--- src/rtl/embedding_row_sgd_with_norm_clip_macros.svh ---
// Assertion macros for the embedding row SGD block.
// Used by the top level; expects aclk and aresetn in scope.
`ifndef EMBEDDING_ROW_SGD_WITH_NORM_CLIP_MACROS_SVH
`define EMBEDDING_ROW_SGD_WITH_NORM_CLIP_MACROS_SVH
// Same-cycle implication, disabled during reset.
`define ERSGD_ASSERT_NOW(lbl, ante, cons, msg) \
    lbl: assert property (@(posedge aclk) disable iff (!aresetn) (ante) |-> (cons)) \
        else $error(msg);
// Next-cycle implication, disabled during reset.
`define ERSGD_ASSERT_NXT(lbl, ante, cons, msg) \
    lbl: assert property (@(posedge aclk) disable iff (!aresetn) (ante) |=> (cons)) \
        else $error(msg);
`endif

--- src/rtl/ersgd_mul.sv ---
// Shared 32 by 32 unsigned multiplier with a registered product.
// Depends on nothing.
`timescale 1ns / 1ps
module ersgd_mul (
    input  logic        aclk,
    input  logic [31:0] op_a,
    input  logic [31:0] op_b,
    output logic [63:0] prod
);

    logic [63:0] prod_reg;

    always_ff @(posedge aclk) begin
        prod_reg <= 64'(op_a) * 64'(op_b);
    end

    assign prod = prod_reg;

endmodule

--- config.mk ---
export PLATFORM = sky130hd
export DESIGN_NAME = ersgd_mul
export DESIGN_NICKNAME = d
export VERILOG_FILES = /design/src/rtl/embedding_row_sgd_with_norm_clip_macros.svh /design/src/rtl/ersgd_mul.sv
export SDC_FILE = /design/constraint.sdc
export NUM_CORES = 2
export LEC_CHECK = 0
export ABC_AREA = 1
export BUFFER_PORTS_ARGS = -buffer_cell sky130_fd_sc_hd__buf_2
export CORE_UTILIZATION = 30
export DETAILED_ROUTE_END_ITERATION = 8
export SKIP_CTS_REPAIR_TIMING = 1
export SYNTH_ARGS = -nofsm -noshare
export SYNTH_HDL_FRONTEND = slang
export SYNTH_SLANG_ARGS = --single-unit
export TNS_END_PERCENT = 20
--- constraint.sdc ---
create_clock -name aclk -period 9.75 [get_ports aclk]
set_clock_uncertainty 0.2 [all_clocks]
set_input_delay 0.975 -clock aclk [delete_from_list [all_inputs] [get_ports aclk]]
set_output_delay 0.975 -clock aclk [all_outputs]
set_load 0.05 [all_outputs]
==> flow_metrics.tcl <==
set metrics [dict create \
    clk_path_buf_depth 2 \
    wl_per_cell_um 16.4 \
    fin_crit_sh 0.813 \
    start_kind "input pin" \
    crit_top_cell "fa_1" \
    die_w_um 355 \
    synth_area_um2 37400 \
    status "finished, final reports clean" \
    synth_common_cells "inv_1 (1723), nand2_1 (1566), fa_1 (896), ha_1 (263), clkbuf_1 (192)" \
    syn_to_final_growth_pct 6.49 \
    ys_ff_latch 64 \
    die_area_um2 126000 \
    max_stage_delay_ns 0.70 \
    clkTransAtPathRegs_ns 0.08 \
    io_pins 129 \
    fmax_ghz 0.126 \
    cts_buffers 9 \
    clkSinkCount 64 \
    min_path_cells 3 \
    gr-total-overflow 0 \
    syn_inst 5023 \
    cts_tree "done" \
    antenna_found_initial 12 \
    crit_buf_inv 6 \
    place_area_um2 39500 \
    cap_violations 0 \
    yosysMostFrequentCell "inv_1" \
    place_congestion 0.917 \
    place.port_buffers 128 \
    required_ns 9.74 \
    vias 29400 \
    yosysTopAreaCell "fa_1" \
    layout.nets 6210 \
    slew_violations 0 \
    initial_utilization 0.303 \
    setup_viol 0 \
    synthDistinctLibCells 23 \
    synth.area.top_cells "fa_1 (48%), inv_1 (17%), nand2_1 (16%)" \
    detailed_place_hpwl_um 92700 \
    cp-end-kind "register" \
    drtAntennaViolNets 0 \
    grt-busiest-layer "met2" \
    crit_cells 23 \
    crit_chain "buf_2 -> nand2_1 -> inv_1 -> fa_1 -> fa_1 -> fa_1 -> inv_1 -> fa_1 -> inv_1 -> fa_1 -> inv_1 -> fa_1 -> inv_1 -> fa_1 -> fa_1 -> ha_1 -> nand2_1 -> nor2_1 -> nand2_1 -> nor2_2 -> nand2_1 -> nand2_1 -> xor2_1" \
    num_rows 129 \
    drtIter0Drc 1899 \
    dr.pass1.iters 5 \
    max_slew_margin 0.361 \
    async_reset_ff_frac 0 \
    arrival_ns 7.91 \
    finalCriticalPeriod_ns 7.92 \
    grt_setup_unrepaired "no" \
    met3_usage 0.0195 \
    crit_family "adder cells" \
    die_h_um 355 \
    fillCellCount 13400 \
    largest_reg_flops 64 \
    drcViolationCount 0 \
    finalSetupTns_ns 0 \
    viasPerCell 4.43 \
    avgSynthCellArea_um2 7.45 \
    grt_max_degree 33 \
    routed_wl_um 109000 \
    grt_use_total 0.178 \
    yosysWarnings 0 \
    slowest_stage "buf_2" \
    hp-class "in2reg" \
    hold_viol_final 0 \
    core_um2 124000 \
    crit_type "in2reg" \
    first_global_vias 31800 \
    synth_edf_count 0 \
    max_slew.worst_pin.slew_ns 0.959 \
    synth_nets 6247 \
    cts-root-buf "clkbuf_16" \
    synth_top_area_share 0.480 \
    drive_gt1_frac 0.0447 \
    ys_seq_area_frac 0.0343 \
    globalRouteMet2Util 0.313 \
    crit_fanout 32 \
    synthFlopType "dfxtp_1" \
    gr-usage-met1 0.236 \
    grt_pass1_wl_um 176000 \
    htree_levels 3 \
    final_area_um2 39800 \
]
[per-stage QoR]
stage	instances	hold WS, ns	utilization	setup WS [ns]
after floorplan	5023	0.873	-	2.76
after global placement	6612	1.24	0.319	1.45
after detailed placement	6612	1.24	0.319	1.49
after CTS	6627	0.962	0.322	1.85
after global routing	6629	1.00	0.322	1.52
final	6635	0.979	0.322	1.83
[cell families after synthesis]
kind of cell / share of synthesized area
xor+xnor: 0.00820
fa+ha+maj: 0.568
simple gates: 0.188
compound gates: 0.00853
flops: 0.0343
buf+inv: 0.193
[path summary, 6_finish.rpt]
path | start | end | slack (ns)
setup / recovery | op_a[12] | prod[32]$_DFF_P_ | 1.83
hold / removal | op_b[0] | prod[0]$_DFF_P_ | 0.98
[layout make-up]
class	count	area, um2	share of cell area
well taps	1637	2050	0.0514
flip-flops and latches	64	1280	0.0322
clock buffers	10	239	0.00600
multi-input cells	3032	28900	0.725
repair buffers	144	761	0.0191
diodes	8	20.0	0.000503
clock inverters	5	81.3	0.00204
inverters	1735	6510	0.164
[cell usage in the layout (no fill, tap or decap), drive strengths merged, types with 33 or more instances in the layout]
master and count:
nand2 1581, nor2 101, ha 263, dfxtp 64
fa 896, nand3 65, a21oi 43, buf 144
xor2 33, inv 1735
[layer usage]
metal,vias up,share of wire
li1,13500,-
met1,14800,0.42
met2,857,0.50
met3,129,0.054
met4,2,0.021
met5,-,0.000064
[tightest hold or removal path: cells and delay by family]
family | cells | cell delay, ns
buf+inv | 2 | 0.37
simple gates | 1 | 0.16
Power is not shown: default switching activity piles up to over one toggle a cycle in this logic, so the estimate is an artifact.
