File: src/rtl/embedding_row_sgd_with_norm_clip_macros.svh
// Assertion macros for the embedding row SGD block.
// Used by the top level; expects aclk and aresetn in scope.
`ifndef EMBEDDING_ROW_SGD_WITH_NORM_CLIP_MACROS_SVH
`define EMBEDDING_ROW_SGD_WITH_NORM_CLIP_MACROS_SVH
// Same-cycle implication, disabled during reset.
`define ERSGD_ASSERT_NOW(lbl, ante, cons, msg) \
    lbl: assert property (@(posedge aclk) disable iff (!aresetn) (ante) |-> (cons)) \
        else $error(msg);
// Next-cycle implication, disabled during reset.
`define ERSGD_ASSERT_NXT(lbl, ante, cons, msg) \
    lbl: assert property (@(posedge aclk) disable iff (!aresetn) (ante) |=> (cons)) \
        else $error(msg);
`endif

File: src/rtl/ersgd_pkg.sv
// Shared types and constants of the embedding row SGD block.
// No dependencies; used by ersgd_divsqrt and the top level.
`timescale 1ns / 1ps
package ersgd_pkg;

    localparam int NUM_SLOTS_DEF = 16;
    localparam int DIM_DEF = 64;
    localparam int MAX_ELEMS = 64;

    localparam logic [31:0] CLIP_Q29 = 32'd26843546;
    localparam logic [63:0] CLIP_SQ = 64'(CLIP_Q29) * 64'(CLIP_Q29);

    localparam logic [5:0] SLOT_STEPS = 6'd16;
    localparam logic [5:0] SQRT_STEPS = 6'd32;
    localparam logic [5:0] SCALE_STEPS = 6'd57;

    typedef enum logic [1:0] {
        MODE_LOOKUP = 2'd0,
        MODE_GRAD = 2'd1,
        MODE_WRITE = 2'd2,
        MODE_NONE = 2'd3
    } mode_t;

    typedef enum logic [1:0] {
        CFG_SLOTS = 2'd0,
        CFG_DIMS = 2'd1,
        CFG_RATE = 2'd2,
        CFG_LEARN = 2'd3
    } cfg_idx_t;

    typedef enum logic [3:0] {
        S_IDLE,
        S_START,
        S_SLOT,
        S_LK_RD,
        S_LK_CAP,
        S_LK_OUT,
        S_GRAD,
        S_SQ,
        S_UPD,
        S_SQRT,
        S_DIV,
        S_FAC,
        S_FAC_W,
        S_EL_RD,
        S_EL_MUL,
        S_EL_WR
    } state_t;

    typedef struct packed {
        logic start;
        logic is_sqrt;
        logic [5:0] steps;
    } ds_req_t;

endpackage

File: src/rtl/ersgd_divsqrt.sv
// Shared shift and subtract unit: restoring division or square root, one bit per cycle.
// Depends on ersgd_pkg.
`timescale 1ns / 1ps
module ersgd_divsqrt (
    input  logic               aclk,
    input  logic               aresetn,
    input  ersgd_pkg::ds_req_t req,
    input  logic [63:0]        num,
    input  logic [31:0]        den,
    output logic               done,
    output logic [31:0]        quo,
    output logic [33:0]        rem
);

    logic        busy_reg, busy_next;
    logic        done_reg, done_next;
    logic [5:0]  cnt_reg, cnt_next;
    logic        sqrt_reg;
    logic [63:0] n_reg;
    logic [33:0] r_reg;
    logic [31:0] q_reg;
    logic [31:0] den_reg;
    logic [33:0] trial;
    logic [33:0] sub_b;
    logic [34:0] diff;
    logic        ge;

    always_comb begin
        trial = sqrt_reg ? {r_reg[31:0], n_reg[63:62]} : {r_reg[32:0], n_reg[63]};
        sub_b = sqrt_reg ? {q_reg, 2'b01} : {2'b00, den_reg};
        diff = {1'b0, trial} - {1'b0, sub_b};
        ge = !diff[34];
    end

    always_comb begin
        busy_next = busy_reg;
        cnt_next = cnt_reg;
        done_next = 1'b0;
        if (req.start) begin
            busy_next = 1'b1;
            cnt_next = req.steps;
        end else if (busy_reg) begin
            cnt_next = cnt_reg - 6'd1;
            if (cnt_reg == 6'd1) begin
                busy_next = 1'b0;
                done_next = 1'b1;
            end
        end
    end

    always_ff @(posedge aclk) begin
        if (!aresetn) begin
            busy_reg <= 1'b0;
            done_reg <= 1'b0;
            cnt_reg <= '0;
        end else begin
            busy_reg <= busy_next;
            done_reg <= done_next;
            cnt_reg <= cnt_next;
        end
    end

    always_ff @(posedge aclk) begin
        if (req.start) begin
            sqrt_reg <= req.is_sqrt;
            n_reg <= num;
            den_reg <= den;
            r_reg <= '0;
            q_reg <= '0;
        end else if (busy_reg) begin
            r_reg <= ge ? diff[33:0] : trial;
            q_reg <= {q_reg[30:0], ge};
            n_reg <= sqrt_reg ? {n_reg[61:0], 2'b00} : {n_reg[62:0], 1'b0};
        end
    end

    assign done = done_reg;
    assign quo = q_reg;
    assign rem = r_reg;

endmodule

File: config.mk
export PLATFORM = sky130hd
export DESIGN_NAME = ersgd_divsqrt
export DESIGN_NICKNAME = d
export VERILOG_FILES = /design/src/rtl/embedding_row_sgd_with_norm_clip_macros.svh /design/src/rtl/ersgd_pkg.sv /design/src/rtl/ersgd_divsqrt.sv
export SDC_FILE = /design/constraint.sdc
export NUM_CORES = 1
export LEC_CHECK = 0
export ABC_AREA = 1
export BUFFER_PORTS_ARGS = -buffer_cell sky130_fd_sc_hd__buf_2
export CORE_UTILIZATION = 55
export CTS_BUF_LIST = sky130_fd_sc_hd__clkbuf_8
export DETAILED_ROUTE_END_ITERATION = 10
export HOLD_SLACK_MARGIN = 0.06
export PLACE_DENSITY_LB_ADDON = 0.12
export SLEW_MARGIN = 15
export SYNTH_ARGS = -nofsm -noshare
export SYNTH_HDL_FRONTEND = slang
export SYNTH_SLANG_ARGS = --single-unit
export TNS_END_PERCENT = 5
File: constraint.sdc
create_clock -name aclk -period 7.46 [get_ports aclk]
set_clock_uncertainty 0.1 [all_clocks]
set_input_delay 1.119 -clock aclk [delete_from_list [all_inputs] [get_ports aclk]]
set_output_delay 1.119 -clock aclk [all_outputs]
set_load 0.05 [all_outputs]
==> impl_summary.txt <==
----------------------------------------------------
[Setup path]
  Slowest CP cell ... nand3_2
  Worst-path maximum fanout ... 48
  Critical Path Source Type ... flop
  Arrival time worst endpoint ... 5.02 ns
  Critical Path, Cell by Cell ... inv_2, buf_4, nand2_1, nand2_1, ha_1, nand2_1, inv_2, nand2_1, nand2_1, nand2_1, nand2_1, inv_2, nand2_1, nand2_1, nand3_2, nand2_1, nand2_1, o21ai_1, nand2_1
  Most frequent cell on the critical path ... nand2_1
  Delay contributed by the slowest stage of the critical path ... 0.98 ns
  Critical Path RT ... 7.71 ns
  Reg2reg path depth ... 19
  Type of the worst setup path ... reg2reg
  Element type at the critical path end ... flop

[Route]
  Count of unresolved DRC violations after routing ... 0
  Total vias in the final route ... 9,954
  Routed wire per std cell ... 15.3 µm
  Via density per instance ... 5.28
  Final wirelength ... 28,800 µm
  First-pass iteration count of the detailed router ... 6
  DRC marker count from the first detailed-route iteration ... 807
  Number of nets with antenna violations after detailed routing ... 0

[Yosys]
  Leading post-synthesis cells by cell area ... edfxtp_1 28%, nand2_1 17%, dfxtp_1 14%, inv_1 7.7%, a21oi_1 6.9%
  Library cell with the largest summed area after synthesis ... edfxtp_1
  Avg Inst Size Synth ... 6.98 µm²
  Synth warn ... 0
  Top cell type's share of synthesized area ... 0.277
  Synthesized instance count ... 1,508
  Post-synthesis register bit count ... 171
  Post-synth top flop ... edfxtp_1
  Sequential fraction of the synthesis area ... 0.417
  Net count of the mapped netlist ... 1,651
  Number of distinct library cells after synthesis ... 37
  Count of flip-flops with a built-in enable after synthesis ... 97
  Synthesized area ... 10,500 µm²
  Post-synth ARST share ... 0

[Cells and area]
  Number of flip-flops under the largest register name ... 64
  Commonest non-fill, non-tap cell in the layout ... nand2_1
  Total of fill cells in the finished design ... 1,763
  Net count of the finished layout ... 1,782
  Layout cell share with drive strength beyond 1 ... 0.143
  Layout area overhead ... 12.7%
  Most used cells in the layout excluding fill and tap cells ... 476 x nand2_1, 212 x inv_1, 171 x buf_2, 146 x a21oi_1, 129 x nor2_1

[Timing]
  Setup violation total in the final timing report ... 0
  Actual transition at the worst max-transition pin ... 1.18 ns
  Worst max-slew margin expressed relative to the limit ... 0.212
  Final WS setup ... 2.69 ns
  Final count of hold timing violations ... 0
  Unrepaired setup endpoints after global routing ... no
  Final-report max-slew violation count ... 0
  Final min period ... 4.77 ns
  Total negative slack ... 0 ns
  Achievable clock frequency ... 0.210 GHz
  Final clock period utilization by the worst path ... 0.640

[Power]
  Power density normalized to cell area ... 260 nW/µm²
  Switching part of the total power ... 0.427
  Part of the power in combinational logic ... 0.399
  Switching pwr ... 1.32 mW
  Sequential group share of total power ... 0.378
  IR drop worst, VDD ... 0.119 mV
  Internal power consumption ... 1.77 mW
  Clock network fraction of total power ... 0.222
  Total leakage power ... 5.97 nW

[CTS]
  CTS H-tree depth ... 4
  Worst-Skew Late Latency ... 0.46 ns
  Clk Tree Root Cell ... clkbuf_8
  Number of instances resized during post-cts repair ... 0
  Count of clock tree sinks ... 171
  # hold bufs at CTS ... 0
  Deepest clock path buffer count ... 2
  Clock tree from TritonCTS ... built
  Post-CTS repair timing setup buffer count ... 0
  Clock slew at the register clock pins of the worst setup and hold paths ... 0.10 ns
  Number of clock buffers inserted by TritonCTS ... 17

[Job]
  # Max-Cap Violations ... 0

[Die]
  Horiz. Die Dim ... 140 µm
  Starting Density ... 0.563
  Die outline height ... 140 µm
  Area of the die ... 19,700 µm²
  Core area ... 18,700 µm²
  # IOs ... 173
  Cell row count ... 50

[Global routing]
  Number of global-route vias before repair ... 9,364
  Total track usage ... 0.298
  Pin count of the biggest net entering global routing ... 179
  Initial antenna violation count ... 2
  Leftover overflow at the end of global routing ... 0
  Wire length of the first global-routing pass ... 45,800 µm

[Place]
  Routability congestion estimate ... 1.02
  Pre-CTS worst setup slack ... 2.72 ns
  Buffers added on ports ... 172
  Final HPWL DP ... 20,900 µm

[Hold path]
  Class of the tightest hold or removal check ... reg2reg
  Cells on Worst Hold Path ... 2

[Run status]
  Result of the run ... completed

----------------------------------------------------
-- through the flow --
stage          total power [mW]  std cells  instance area (µm²)  utilization  hold WS (ns)
2_1_floorplan              2.11       1508                10500            -         0.361
4_1_cts                    3.08       1886                11900        0.635         0.365
6_report                   3.08       1887                11900        0.635         0.362
3_3_place_gp               2.39       1854                11500        0.613         0.338
3_5_place_dp               2.40       1854                11500        0.613         0.340
5_1_grt                    3.29       1887                11900        0.635         0.375
-- kinds of logic after synthesis --
family          synth area share
mux                      0.00665
buf+inv                    0.106
flops                      0.417
fa+ha+maj                 0.0447
compound gates             0.136
simple gates               0.277
xor+xnor                  0.0125
-- worst max-delay path, delay by kind of cell (launching register included) --
kind / cells / cell delay (ns)
fa+ha+maj: 1 / 0.28
flops: 1 / 0.46
simple gates: 13 / 2.73
buf+inv: 4 / 0.97
compound gates: 1 / 0.08
-- worst paths after layout --
check	from	endpoint	slack, ns
setup / recovery	sqrt_reg	rem[30]	2.69
hold / removal	rem[33]	rem[33]	0.36
setup reg to reg	sqrt_reg	rem[30]	2.69
hold reg to reg	rem[33]	rem[33]	0.36
-- synth_stat cells, types with 18 or more instances --
library cell and instances:
nand4_1 31, edfxtp_1 97, nand2_1 476, a21oi_1 146, dfxtp_1 74, inv_1 215, o21ai_0 67, ha_1 36
nor2_1 130, nand3_1 58, o22ai_1 30, o21ai_1 18, clkbuf_1 49
-- power groups by stage --
stage	clock, mW	combinational [mW]	sequential [mW]
after floorplan	0	0.814	1.30
after global placement	0	1.20	1.19
after detailed placement	0	1.21	1.19
after CTS	0.697	1.22	1.17
after global routing	0.733	1.37	1.18
final	0.685	1.23	1.17
-- final cells by class --
type	count	area, µm²	area share
diodes	1	2.50	0.000211
clock buffers	17	234	0.0197
clock inverters	15	171	0.0144
inverters	219	823	0.0693
multi-input cells	1051	5030	0.423
flip-flops and latches	171	4390	0.370
well taps	234	293	0.0247
repair buffers	179	928	0.0782
-- metal layers --
layer  global-route usage  routed length [µm]  vias to the layer above
met2                0.476               13100                      334
li1                     -                   -                     5118
met1                0.393               12900                     4457
met3               0.0715                2020                       45
met5                    0                   0                        -
met4                0.106                 822                        0
No activity file was read; power rests on OpenSTA's default activity.
